## config.mk

```make
export PLATFORM = sky130hd
export DESIGN_NAME = five_tuple_rule_filter_top_flat
export DESIGN_NICKNAME = d
export VERILOG_FILES = /design/src/rtl/core/ftrf_pkg.sv /design/src/rtl/core/ftrf_if.sv /design/src/rtl/core/ftrf_rule_mem.sv /design/src/rtl/core/ftrf_scan.sv /design/src/rtl/core/five_tuple_rule_filter_top.sv /design/src/flat_wrapper.sv
export VERILOG_INCLUDE_DIRS = /design/src /design/src/rtl/core
export SDC_FILE = /design/constraint.sdc
export NUM_CORES = 2
export LEC_CHECK = 0
export BUFFER_PORTS_ARGS = -buffer_cell sky130_fd_sc_hd__clkbuf_2
export CAP_MARGIN = 25
export CORE_MARGIN = 2
export CORE_UTILIZATION = 55
export DETAILED_ROUTE_END_ITERATION = 10
export HOLD_SLACK_MARGIN = 0.06
export MAX_ROUTING_LAYER = met4
export PLACE_DENSITY_LB_ADDON = 0.08
export SETUP_SLACK_MARGIN = 0.02
export SYNTH_ARGS = -nofsm -noshare
export SYNTH_HDL_FRONTEND = slang
export SYNTH_HIERARCHICAL = 1
export SYNTH_SLANG_ARGS = --single-unit
export TNS_END_PERCENT = 20
```

## constraint.sdc

```tcl
create_clock -name clk -period 14.7 [get_ports clk]
set_input_delay 1.47 -clock clk [delete_from_list [all_inputs] [get_ports clk]]
set_output_delay 1.47 -clock clk [all_outputs]
set_load 0.01 [all_outputs]
```

## src/rtl/core/five_tuple_rule_filter_top_macros.svh

```systemverilog
// ----------------------------------------------------------------------------
// five_tuple_rule_filter_top_macros.svh
// Assertion macros shared by the rule filter modules. Each macro expects the
// signals clk and rst_n in the scope where it is used.
// ----------------------------------------------------------------------------
`ifndef FIVE_TUPLE_RULE_FILTER_TOP_MACROS_SVH
`define FIVE_TUPLE_RULE_FILTER_TOP_MACROS_SVH

// Same-cycle implication, checked outside reset.
`define FTRF_ASSERT_IMP(lbl, ante, cons, msg) \
  lbl: assert property (@(posedge clk) disable iff (!rst_n) (ante) |-> (cons)) \
    else $error(msg);

// Next-cycle implication, checked outside reset.
`define FTRF_ASSERT_NXT(lbl, ante, cons, msg) \
  lbl: assert property (@(posedge clk) disable iff (!rst_n) (ante) |=> (cons)) \
    else $error(msg);

`endif

```

## src/rtl/core/ftrf_pkg.sv

```systemverilog
// ----------------------------------------------------------------------------
// ftrf_pkg
// Types, sizes and codes shared by the five-tuple rule filter.
// ----------------------------------------------------------------------------
package ftrf_pkg;

  // Table size and derived widths.
  localparam int MaxRules = 16;
  localparam int IdxW     = (MaxRules > 1) ? $clog2(MaxRules) : 1;
  localparam int CntW     = $clog2(MaxRules + 1);

  // Fixed field widths of the beats.
  localparam int OpW     = 2;
  localparam int AddrW   = 32;
  localparam int PortW   = 16;
  localparam int ProtoW  = 8;
  localparam int RuleIdW = 4;
  localparam int StatW   = 2;
  localparam int HitW    = 4;
  localparam int CmpW    = (CntW > RuleIdW) ? CntW : RuleIdW;

  // Operation codes.
  typedef enum logic [OpW-1:0] {
    OP_CHECK   = 2'd0,
    OP_APPEND  = 2'd1,
    OP_ENABLE  = 2'd2,
    OP_DISABLE = 2'd3
  } op_t;

  // Result status codes.
  localparam logic [StatW-1:0] STAT_DONE  = 2'd0;
  localparam logic [StatW-1:0] STAT_FULL  = 2'd1;
  localparam logic [StatW-1:0] STAT_RANGE = 2'd2;

  // Match key of a rule or a packet.
  typedef struct packed {
    logic [AddrW-1:0]  src_addr;
    logic [AddrW-1:0]  dst_addr;
    logic [PortW-1:0]  sport;
    logic [PortW-1:0]  dport;
    logic [ProtoW-1:0] proto;
  } key_t;

  // One table entry.
  typedef struct packed {
    key_t key;
    logic action;
    logic enable;
  } rule_t;

  // Rule 0 after reset: enabled all-wildcard deny.
  localparam rule_t DfltRule = '{key: '0, action: 1'b0, enable: 1'b1};

  // Memory ports.
  typedef struct packed {
    logic            en;
    logic [IdxW-1:0] addr;
    rule_t           data;
  } mem_wr_t;

  typedef struct packed {
    logic            en;
    logic [IdxW-1:0] addr;
  } mem_rd_t;

  // Scan sequencer request and response.
  typedef struct packed {
    logic            start;
    key_t            key;
    logic [CntW-1:0] count;
  } scan_req_t;

  typedef struct packed {
    logic            done;
    logic            hit;
    logic [IdxW-1:0] index;
    logic            action;
  } scan_rsp_t;

  // Result beat payload.
  typedef struct packed {
    logic [StatW-1:0] status;
    logic             allowed;
    logic             rule_hit;
    logic [HitW-1:0]  hit_index;
  } res_t;

endpackage

```

## src/rtl/core/ftrf_if.sv

```systemverilog
// ----------------------------------------------------------------------------
// ftrf_in_if / ftrf_out_if
// Valid/ready channels for command beats and result beats.
// ----------------------------------------------------------------------------
interface ftrf_in_if import ftrf_pkg::*; ();
  logic               valid;
  logic               ready;
  logic [OpW-1:0]     opcode;
  logic [AddrW-1:0]   source_address;
  logic [AddrW-1:0]   dest_address;
  logic [PortW-1:0]   source_port;
  logic [PortW-1:0]   dest_port;
  logic [ProtoW-1:0]  protocol_number;
  logic               rule_action;
  logic [RuleIdW-1:0] rule_index;

  modport source (
    output valid, opcode, source_address, dest_address, source_port,
           dest_port, protocol_number, rule_action, rule_index,
    input  ready
  );
  modport sink (
    input  valid, opcode, source_address, dest_address, source_port,
           dest_port, protocol_number, rule_action, rule_index,
    output ready
  );
endinterface

interface ftrf_out_if import ftrf_pkg::*; ();
  logic             valid;
  logic             ready;
  logic [StatW-1:0] status;
  logic             allowed;
  logic             rule_hit;
  logic [HitW-1:0]  hit_index;

  modport source (
    output valid, status, allowed, rule_hit, hit_index,
    input  ready
  );
  modport sink (
    input  valid, status, allowed, rule_hit, hit_index,
    output ready
  );
endinterface

```

## src/rtl/core/ftrf_rule_mem.sv

```systemverilog
// ----------------------------------------------------------------------------
// ftrf_rule_mem
// Rule table: one write port, one read port with registered read data.
// Entry 0 reads as the default rule until it is first written.
// ----------------------------------------------------------------------------
module ftrf_rule_mem import ftrf_pkg::*; (
  input  logic    clk,
  input  logic    rst_n,
  input  mem_wr_t wr,
  input  mem_rd_t rd,
  output rule_t   rd_data
);

  rule_t mem [MaxRules];
  rule_t rd_data_r;
  logic  dflt0_r;
  logic  dflt0_nxt;
  logic  sel_dflt_r;

  // Entry 0 keeps its default view until the first write to it.
  always_comb begin
    dflt0_nxt = dflt0_r;
    if (wr.en && (wr.addr == '0)) begin
      dflt0_nxt = 1'b0;
    end
  end

  always_ff @(posedge clk) begin
    if (!rst_n) begin
      dflt0_r <= 1'b1;
    end else begin
      dflt0_r <= dflt0_nxt;
    end
  end

  // Array write port.
  always_ff @(posedge clk) begin
    if (wr.en) begin
      mem[wr.addr] <= wr.data;
    end
  end

  // Registered read port.
  always_ff @(posedge clk) begin
    if (rd.en) begin
      rd_data_r  <= mem[rd.addr];
      sel_dflt_r <= dflt0_r && (rd.addr == '0);
    end
  end

  assign rd_data = sel_dflt_r ? DfltRule : rd_data_r;

endmodule

```

## src/rtl/core/ftrf_scan.sv

```systemverilog
// ----------------------------------------------------------------------------
// ftrf_scan
// First-match scan sequencer. Issues one table read per cycle and compares
// the returned rule against the packet key in the cycle after.
// ----------------------------------------------------------------------------
`include "five_tuple_rule_filter_top_macros.svh"

module ftrf_scan import ftrf_pkg::*; (
  input  logic      clk,
  input  logic      rst_n,
  input  scan_req_t req,
  output mem_rd_t   rd,
  input  rule_t     rd_data,
  output scan_rsp_t rsp
);

  logic            busy_r, busy_nxt;
  logic [CntW-1:0] issue_r, issue_nxt;
  logic            cmp_vld_r, cmp_vld_nxt;
  logic [IdxW-1:0] cmp_idx_r;
  key_t            key_r;
  logic [CntW-1:0] count_r;
  scan_rsp_t       rsp_r, rsp_nxt;
  logic            match;
  logic            last;
  logic            finish;

  // A zero rule field is a wildcard.
  function automatic logic key_hit(input key_t rule_key, input key_t pkt_key);
    logic h;
    h = ((rule_key.src_addr == '0) || (rule_key.src_addr == pkt_key.src_addr)) &&
        ((rule_key.dst_addr == '0) || (rule_key.dst_addr == pkt_key.dst_addr)) &&
        ((rule_key.sport == '0) || (rule_key.sport == pkt_key.sport)) &&
        ((rule_key.dport == '0) || (rule_key.dport == pkt_key.dport)) &&
        ((rule_key.proto == '0) || (rule_key.proto == pkt_key.proto));
    return h;
  endfunction

  // Read issue and compare stage.
  always_comb begin
    rd.en   = busy_r && (issue_r < count_r);
    rd.addr = issue_r[IdxW-1:0];

    match  = cmp_vld_r && rd_data.enable && key_hit(rd_data.key, key_r);
    last   = cmp_vld_r && ((CntW'(cmp_idx_r) + CntW'(1)) == count_r);
    finish = match || last;

    busy_nxt = busy_r;
    if (req.start) begin
      busy_nxt = 1'b1;
    end else if (finish) begin
      busy_nxt = 1'b0;
    end

    issue_nxt = issue_r;
    if (req.start) begin
      issue_nxt = '0;
    end else if (rd.en) begin
      issue_nxt = issue_r + CntW'(1);
    end

    // Reads still in flight after the decision are dropped.
    cmp_vld_nxt = rd.en && !finish;

    rsp_nxt.done   = finish;
    rsp_nxt.hit    = match;
    rsp_nxt.index  = match ? cmp_idx_r : '0;
    rsp_nxt.action = match && rd_data.action;
  end

  always_ff @(posedge clk) begin
    if (!rst_n) begin
      busy_r    <= 1'b0;
      cmp_vld_r <= 1'b0;
      rsp_r     <= '0;
      issue_r   <= '0;
    end else begin
      busy_r    <= busy_nxt;
      cmp_vld_r <= cmp_vld_nxt;
      rsp_r     <= rsp_nxt;
      issue_r   <= issue_nxt;
    end
  end

  // Packet key and rule count are held for the whole scan.
  always_ff @(posedge clk) begin
    cmp_idx_r <= rd.addr;
    if (req.start) begin
      key_r   <= req.key;
      count_r <= req.count;
    end
  end

  assign rsp = rsp_r;

  `FTRF_ASSERT_IMP(a_start_idle, req.start, !busy_r, "scan started while busy")
  `FTRF_ASSERT_IMP(a_cmp_busy, cmp_vld_r, busy_r, "compare outside a scan")
  `FTRF_ASSERT_IMP(a_done_idle, rsp_r.done, !busy_r, "scan busy after its result")

endmodule

```

## src/rtl/core/five_tuple_rule_filter_top.sv

```systemverilog
// Check: rules are scanned in order up to the first match.
// Append and out-of-range enable or disable go to the output state; in-range ones pass a read-modify-write state.
// The single read port of the rule table sets the scan rate of one rule per cycle.
// One command is in progress at a time; a finished result waits in the output
// register while the next command beat is taken.
// Synchronous active-low reset restores one enabled all-wildcard deny rule at index 0.
// ----------------------------------------------------------------------------
// five_tuple_rule_filter_top
// First-match five-tuple packet filter with append, enable and disable of
// rules kept in a rule table with one write port and one read port.
// ----------------------------------------------------------------------------
`include "five_tuple_rule_filter_top_macros.svh"

module five_tuple_rule_filter_top import ftrf_pkg::*; (
  input logic        clk,
  input logic        rst_n,
  ftrf_in_if.sink    in_ch,
  ftrf_out_if.source out_ch
);

  typedef enum logic [2:0] {
    S_IDLE,
    S_SCAN,
    S_RMW,
    S_OUT
  } state_t;

  state_t          state_r, state_nxt;
  logic [CntW-1:0] cnt_r, cnt_nxt;
  res_t            res_r, res_nxt;
  res_t            out_r, out_nxt;
  logic            out_valid_r, out_valid_nxt;
  logic            rmw_en_r, rmw_en_nxt;
  logic [IdxW-1:0] rmw_idx_r, rmw_idx_nxt;

  logic            accept;
  op_t             op;
  logic            full;
  logic            in_range;
  key_t            in_key;
  mem_wr_t         mem_wr;
  mem_rd_t         mem_rd;
  mem_rd_t         top_rd;
  mem_rd_t         scan_rd;
  rule_t           mem_rd_data;
  rule_t           wb_rule;
  scan_req_t       scan_req;
  scan_rsp_t       scan_rsp;

  ftrf_rule_mem u_mem (
    .clk     (clk),
    .rst_n   (rst_n),
    .wr      (mem_wr),
    .rd      (mem_rd),
    .rd_data (mem_rd_data)
  );

  ftrf_scan u_scan (
    .clk     (clk),
    .rst_n   (rst_n),
    .req     (scan_req),
    .rd      (scan_rd),
    .rd_data (mem_rd_data),
    .rsp     (scan_rsp)
  );

  // Command decode.
  assign accept   = in_ch.valid && in_ch.ready;
  assign op       = op_t'(in_ch.opcode);
  assign full     = cnt_r >= CntW'(MaxRules);
  assign in_range = CmpW'(in_ch.rule_index) < CmpW'(cnt_r);

  always_comb begin
    in_key.src_addr = in_ch.source_address;
    in_key.dst_addr = in_ch.dest_address;
    in_key.sport    = in_ch.source_port;
    in_key.dport    = in_ch.dest_port;
    in_key.proto    = in_ch.protocol_number;
  end

  // The scan owns the read port while it issues reads.
  assign mem_rd = scan_rd.en ? scan_rd : top_rd;

  // Command sequencer.
  always_comb begin
    state_nxt     = state_r;
    cnt_nxt       = cnt_r;
    res_nxt       = res_r;
    out_nxt       = out_r;
    out_valid_nxt = out_valid_r && !out_ch.ready;
    rmw_en_nxt    = rmw_en_r;
    rmw_idx_nxt   = rmw_idx_r;
    mem_wr        = '0;
    top_rd        = '0;
    scan_req      = '0;
    scan_req.key   = in_key;
    scan_req.count = cnt_r;
    wb_rule        = mem_rd_data;
    wb_rule.enable = rmw_en_r;

    case (state_r)
      S_IDLE: begin
        if (accept) begin
          res_nxt = '0;
          case (op)
            OP_CHECK: begin
              scan_req.start = 1'b1;
              state_nxt      = S_SCAN;
            end
            OP_APPEND: begin
              if (full) begin
                res_nxt.status = STAT_FULL;
              end else begin
                mem_wr.en          = 1'b1;
                mem_wr.addr        = cnt_r[IdxW-1:0];
                mem_wr.data.key    = in_key;
                mem_wr.data.action = in_ch.rule_action;
                mem_wr.data.enable = 1'b1;
                cnt_nxt            = cnt_r + CntW'(1);
              end
              state_nxt = S_OUT;
            end
            OP_ENABLE, OP_DISABLE: begin
              if (in_range) begin
                top_rd.en   = 1'b1;
                top_rd.addr = IdxW'(in_ch.rule_index);
                rmw_en_nxt  = (op == OP_ENABLE);
                rmw_idx_nxt = IdxW'(in_ch.rule_index);
                state_nxt   = S_RMW;
              end else begin
                res_nxt.status = STAT_RANGE;
                state_nxt      = S_OUT;
              end
            end
            default: begin
              state_nxt = S_IDLE;
            end
          endcase
        end
      end
      S_SCAN: begin
        if (scan_rsp.done) begin
          res_nxt.status    = STAT_DONE;
          res_nxt.allowed   = scan_rsp.action;
          res_nxt.rule_hit  = scan_rsp.hit;
          res_nxt.hit_index = HitW'(scan_rsp.index);
          state_nxt         = S_OUT;
        end
      end
      S_RMW: begin
        // Write the entry back with only its enable bit changed.
        mem_wr.en   = 1'b1;
        mem_wr.addr = rmw_idx_r;
        mem_wr.data = wb_rule;
        state_nxt   = S_OUT;
      end
      S_OUT: begin
        if (!out_valid_r || out_ch.ready) begin
          out_nxt       = res_r;
          out_valid_nxt = 1'b1;
          state_nxt     = S_IDLE;
        end
      end
      default: begin
        state_nxt = S_IDLE;
      end
    endcase
  end

  always_ff @(posedge clk) begin
    if (!rst_n) begin
      state_r     <= S_IDLE;
      cnt_r       <= CntW'(1);
      out_valid_r <= 1'b0;
    end else begin
      state_r     <= state_nxt;
      cnt_r       <= cnt_nxt;
      out_valid_r <= out_valid_nxt;
    end
  end

  // Result payload and write-back context need no reset.
  always_ff @(posedge clk) begin
    res_r     <= res_nxt;
    out_r     <= out_nxt;
    rmw_en_r  <= rmw_en_nxt;
    rmw_idx_r <= rmw_idx_nxt;
  end

  // Channel outputs.
  assign in_ch.ready      = (state_r == S_IDLE);
  assign out_ch.valid     = out_valid_r;
  assign out_ch.status    = out_r.status;
  assign out_ch.allowed   = out_r.allowed;
  assign out_ch.rule_hit  = out_r.rule_hit;
  assign out_ch.hit_index = out_r.hit_index;

  `FTRF_ASSERT_IMP(a_cnt_bound, 1'b1, (cnt_r <= CntW'(MaxRules)) && (|cnt_r), "bad rule count")
  `FTRF_ASSERT_IMP(a_scan_done_state, scan_rsp.done, state_r == S_SCAN, "stray scan result")
  `FTRF_ASSERT_IMP(a_rd_owner, scan_rd.en, !top_rd.en, "read port claimed twice")

endmodule

```

## src/flat_wrapper.sv

```systemverilog
// flat-port wrapper written by rule: the top's interface ports become plain ports
module five_tuple_rule_filter_top_flat import ftrf_pkg::*;
  (clk, rst_n, in_ch_valid, in_ch_opcode, in_ch_source_address, in_ch_dest_address, in_ch_source_port, in_ch_dest_port, in_ch_protocol_number, in_ch_rule_action, in_ch_rule_index, in_ch_ready, out_ch_valid, out_ch_status, out_ch_allowed, out_ch_rule_hit, out_ch_hit_index, out_ch_ready);
  ftrf_in_if in_ch_i ();
  ftrf_out_if out_ch_i ();
  input logic clk;
  input logic rst_n;
  input wire logic [$bits(in_ch_i.valid)-1:0] in_ch_valid;
  input wire logic [$bits(in_ch_i.opcode)-1:0] in_ch_opcode;
  input wire logic [$bits(in_ch_i.source_address)-1:0] in_ch_source_address;
  input wire logic [$bits(in_ch_i.dest_address)-1:0] in_ch_dest_address;
  input wire logic [$bits(in_ch_i.source_port)-1:0] in_ch_source_port;
  input wire logic [$bits(in_ch_i.dest_port)-1:0] in_ch_dest_port;
  input wire logic [$bits(in_ch_i.protocol_number)-1:0] in_ch_protocol_number;
  input wire logic [$bits(in_ch_i.rule_action)-1:0] in_ch_rule_action;
  input wire logic [$bits(in_ch_i.rule_index)-1:0] in_ch_rule_index;
  output wire logic [$bits(in_ch_i.ready)-1:0] in_ch_ready;
  output wire logic [$bits(out_ch_i.valid)-1:0] out_ch_valid;
  output wire logic [$bits(out_ch_i.status)-1:0] out_ch_status;
  output wire logic [$bits(out_ch_i.allowed)-1:0] out_ch_allowed;
  output wire logic [$bits(out_ch_i.rule_hit)-1:0] out_ch_rule_hit;
  output wire logic [$bits(out_ch_i.hit_index)-1:0] out_ch_hit_index;
  input wire logic [$bits(out_ch_i.ready)-1:0] out_ch_ready;
  assign in_ch_i.valid = in_ch_valid;
  assign in_ch_i.opcode = in_ch_opcode;
  assign in_ch_i.source_address = in_ch_source_address;
  assign in_ch_i.dest_address = in_ch_dest_address;
  assign in_ch_i.source_port = in_ch_source_port;
  assign in_ch_i.dest_port = in_ch_dest_port;
  assign in_ch_i.protocol_number = in_ch_protocol_number;
  assign in_ch_i.rule_action = in_ch_rule_action;
  assign in_ch_i.rule_index = in_ch_rule_index;
  assign in_ch_ready = in_ch_i.ready;
  assign out_ch_valid = out_ch_i.valid;
  assign out_ch_status = out_ch_i.status;
  assign out_ch_allowed = out_ch_i.allowed;
  assign out_ch_rule_hit = out_ch_i.rule_hit;
  assign out_ch_hit_index = out_ch_i.hit_index;
  assign out_ch_i.ready = out_ch_ready;
  five_tuple_rule_filter_top u_core (.clk(clk), .rst_n(rst_n), .in_ch(in_ch_i), .out_ch(out_ch_i));
endmodule
```

==> Word level (Yosys, flattened, before mapping) <==
Memory sizes are Yosys's and may differ from the RTL's. A register that Yosys moved wholly into a read port is not among the register bits.
Index checks and enable logic that the tools add are counted.
{ "word_totals": {"in_bits": 115, "ramBits": 1696, "memories": 1, "reg_bits": 159, "output_inout_bits": 10} }
{ "mem_list": {"columns": ["name", "depth", "word_bits", "rd", "rd_clocked_by_memory_dff", "wr", "line", "text"], "rows": [
  ["u_core.u_mem.mem", 16, 106, 1, 1, 1, "ftrf_rule_mem.sv:14", "rule_t mem [MaxRules];"]
]} }
{ "op_classes": {"bitwise": 2, "reduce_logical": 43, "n_mux": 31, "n_eq_ne": 15, "add_sub_neg": 3, "n_lt_le_gt_ge": 3} }
{ "op_table": {"columns": ["op", "n"], "rows": [
  ["111-bit two-way mux", 3],
  ["111-bit case mux with 2 select lines", 1],
  ["106-bit two-way mux", 1],
  ["32-bit equality test", 2],
  ["32-bit logical NOT", 2],
  ["16-bit equality test", 2],
  ["16-bit logical NOT", 2],
  ["5-bit two-way mux", 5],
  ["8-bit two-way mux", 2],
  ["8-bit case mux with 2 select lines", 1],
  ["1-bit logical AND", 14],
  ["3-bit case mux with 4 select lines", 1],
  ["1-bit two-way mux", 11],
  ["5-bit by 1-bit adder with 5-bit output (second input constant)", 2],
  ["3-bit two-way mux", 3],
  ["3-bit case mux with 3 select lines", 1],
  ["8-bit equality test", 1],
  ["4-bit logical NOT", 2],
  ["8-bit logical NOT", 1],
  ["4-bit AND reduction", 2],
  ["1-bit logical OR", 7],
  ["3-bit by 2-bit equality test with 1-bit output (second input constant)", 2],
  ["3-bit AND reduction", 2],
  ["4-bit by 1-bit adder with 5-bit output (second input constant)", 1],
  ["other kinds (18)", 26]
]} }

==> Depth between registers and ports, before layout <==
{ "logic_depth": {"word_depth": 11, "ltp_mapped": 15, "depth_no_buf": 12} }

==> Hierarchy <==
The synthesis kept the hierarchy.
{ "modules_own_cells": {"columns": ["mod", "n_inst", "seq_area_each_um2", "cells_each", "area_each_um2"], "rows": [
  ["ftrf_rule_mem", 1, 54161.9, 2834, 67328.3],
  ["ftrf_scan", 1, 3633.5, 369, 5471.5],
  ["five_tuple_rule_filter_top", 1, 790.8, 245, 2484.9]
]} }

==> Worst setup path after synthesis <==
Ideal clock, no wire load.
{ "synth_timing": {"path_kind": "input-to-reg", "from": "input port in_ch_opcode[1]", "to": "memory u_core/u_mem/mem[0][0] (netlist bit) (enable)", "path_buffers": 1, "setup_time_ns": 0.703, "setup_slack_ns": 4.277, "cell_stages": 6, "t_arrival_ns": 9.720, "path_cell_list": "nand4b_4 > nor2_4 > buf_6 > or2_2 > or3b_1 > nor3_1"} }
{ "synth_rtl": {"columns": ["item", "line", "text"], "rows": [
  ["from (decl)", "flat_wrapper.sv:9", "input wire logic [$bits(in_ch_i.opcode)-1:0] in_ch_opcode;"],
  ["to (decl)", "ftrf_rule_mem.sv:14", null]
]} }

==> results.toml <==
[clocking]
ctsLongestPathBuffers = 3
cts_setup_buffers = 0
postCtsHoldBufs = 0
numCtsBuffers = 193
root_buffer = "clkbuf_16"
insertion_delay_ns = 0.83
cts_tree = "built"
htree_levels = 4
cts_resized = 0
clkTransAtPathRegs_ns = 0.06
numClockSinks = 1960

[route]
route.detailed.drc = 0
vias_per_cell = 6.52
dr.pass1.iters = 6
routedWlPerCell_um = 32.8
drtIter0Drc = 4047
final_antenna_net_count = 0
routed_wirelength_um = 184000
vias = 36500

[status]
status = "completed"

[pwr]
p_leak_nw = 26.7
comb_power_share = 0.100
power_switching_share = 0.235
powerDensity_nw_per_um2 = 150
clkPwrFrac = 0.370
pwr-share-seq = 0.530
p_int_w = 0.00963
ir_worst_vdd_uv = 125
switchingPower_w = 0.00295

[place]
dpl.hpwl_um = 94600
place.gp.congestion = 0.793
place_inst = 5239
io_buffer_count = 124

[worst_hold_path]
worstHoldPathCells = 0
hold_path_class = "reg2reg"

[synth]
synthTopCellsByArea = "edfxtp_1, mux4_2, a22oi_1, a22o_1, xor2_1"
syn_nets = 3578
synth_top_cells_by_count = "edfxtp_1, mux4_2, a22oi_1"
yosysMostFrequentCell = "edfxtp_1"
yosysWarningCount = 6
synthArstFlopShare = 0
syn_inst = 3448
synth_edf_count = 1933
synth_area_sq_um = 75300
synth_flop_cell = "edfxtp_1"
synth_top_area_cell = "edfxtp_1"
synth_area_per_cell_sq_um = 21.8
synth_seq_area_share = 0.778
netlist.area_leader.share = 0.771
synth-seq-cells = 1960
synth.distinct_cells = 55

[die]
ios = 125
core_area_sq_um = 136000
dieArea_sq_um = 140000
die_w_um = 374
num_rows = 135
die_h_um = 374
start_util = 0.555

[timing]
setup_viol = 0
finalCritPeriodShare = 0.398
min_period_ns = 5.85
slew_viol_final = 0
clock.fmax_ghz = 0.171
tightest_slew_ns = 1.10
skew_ns = 0.0234
rsz0062_at_grt = "false"
max-slew-margin-rel = 0.265
hold_viol_final = 0
setup_tns_ns = 0

[worst_setup_path]
critPathCaptureType = "register"
worst_ep_required_time_ns = 15.13
cp.arrival_ns = 6.28
reg2regPathDepth = 8
setup.worst_path.start_class = "register"
worstPathMaxFanout = 57
critPathKind = "reg2reg"

[finish]
area_growth_syn_to_layout_pct = 11.8
drive_above_1_share = 0.240
fin_cells = 5601
nNetsFinal = 3789
fill_cells = 9238

[global_route]
first_global_vias = 37500
gr-total-overflow = 0
antenna_found_initial = 12
grt_pass1_wl_um = 266000
grtUsageTotal = 0.273
grt_max_degree = 128

[job]
drv_cap = 0
-- worst paths after layout --
check                                               startpoint                                  end  slack [ns]
worst max-delay path            u_core/state_r[0]$_SDFFE_PN0P_  u_core/u_mem/mem[14][104]$_DFFE_PP_        8.85
worst min-delay path             u_core/res_r[7]$_SDFFCE_PP0P_    u_core/out_ch.status[1]$_DFFE_PP_        0.42
worst max register to register  u_core/state_r[0]$_SDFFE_PN0P_  u_core/u_mem/mem[14][104]$_DFFE_PP_        8.85
worst min register to register   u_core/res_r[7]$_SDFFCE_PP0P_    u_core/out_ch.status[1]$_DFFE_PP_        0.42
-- metrics by stage --
| step | utilization | setup WS (ns) | area (sq um) | hold WS [ns] | total power [W] |
|---|---|---|---|---|---|
| floorplan | - | 4.28 | 75300 | 0.387 | 0.00760 |
| global placement | 0.574 | 8.23 | 77900 | 0.407 | 0.00799 |
| detailed placement | 0.576 | 8.27 | 78100 | 0.410 | 0.00805 |
| CTS | 0.619 | 8.80 | 84000 | 0.423 | 0.0127 |
| global route | 0.621 | 8.64 | 84200 | 0.437 | 0.0130 |
| finish | 0.621 | 8.85 | 84200 | 0.422 | 0.0126 |
-- sequential cells by signal (all words and copies together), names as in the netlist, 2 cells and up --
signal	count
u_core/u_mem/mem	1696
u_core/res_r	8
u_core/u_mem/rd_data_r	106
u_core/cnt_r	5
u_core/u_scan/cmp_idx_r	4
u_core/rmw_idx_r	4
u_core/out_ch.status	2
u_core/state_r	2
u_core/u_scan/rsp	7
u_core/u_scan/issue_r	5
u_core/u_scan/key_r	104
u_core/out_ch.hit_index	4
u_core/u_scan/count_r	5
-- worst max-delay path, stage by stage, from the launching register on --
cell and delay, ns:
dfxtp_1 0.34, inv_1 0.14, ha_4 0.78, buf_4 0.80, a22o_1 0.48, nand2b_1 0.30
nor2_4 0.67, buf_4 0.86, buf_4 0.98
-- layout make-up --
type	count	area, sq um	area share
antenna	5	12.5	0.000149
clock buffer	246	5110	0.0607
clock inverter	105	808	0.00960
inverter	19	71.3	0.000847
multi-input combinational	1286	15800	0.188
sequential	1960	58600	0.696
tap	1781	2230	0.0265
timing repair buffer	199	1570	0.0187
-- power by group through the flow --
stage	combinational (W)	sequential, W	clock, W
2_1_floorplan	0.000790	0.00681	0
3_3_place_gp	0.00121	0.00678	0
3_5_place_dp	0.00126	0.00679	0
4_1_cts	0.00126	0.00667	0.00474
5_1_grt	0.00135	0.00669	0.00494
6_report	0.00126	0.00667	0.00466
-- per-layer routing --
| layer | wire length [um] | vias up | track usage |
|---|---|---|---|
| li1 | - | 14900 | - |
| met5 | 0 | - | - |
| met4 | 3810 | 0 | 0.0677 |
| met1 | 76100 | 19800 | 0.381 |
| met3 | 12300 | 255 | 0.0349 |
| met2 | 91500 | 1532 | 0.435 |
-- kinds of logic after synthesis --
family | Yosys count | share of synthesized area
adder cells (fa/ha/maj) | 15 | 0.00249
AO/OA/AOI/OAI | 361 | 0.0378
AND/OR/NAND/NOR | 372 | 0.0271
multiplexers | 425 | 0.127
buffers and inverters | 202 | 0.0144
flip-flops | 1960 | 0.778
XOR/XNOR | 113 | 0.0131
-- layout by cell type (no fill, tap or decap), types with 8 or more instances in the layout --
master | synthesis | layout
clkinv_1 | 0 | 48
and2_1 | 9 | 8
ha_1 | 15 | 14
buf_4 | 8 | 51
a22o_1 | 113 | 111
inv_1 | 18 | 18
xor2_1 | 107 | 107
clkbuf_2 | 0 | 124
nor2_4 | 1 | 14
bufinv_16 | 0 | 10
nor2b_1 | 116 | 114
clkbuf_1 | 84 | 49
clkinv_2 | 0 | 31
nand4_1 | 13 | 13
a22oi_1 | 213 | 213
nor4_1 | 48 | 48
nor2_1 | 22 | 9
buf_16 | 0 | 12
buf_12 | 0 | 12
mux4_2 | 424 | 424
dfxtp_1 | 27 | 27
nand2_1 | 118 | 118
edfxtp_1 | 1933 | 1933
clkbuf_16 | 0 | 197
a21oi_1 | 10 | 10
No activity file was read; power rests on OpenSTA's default activity.
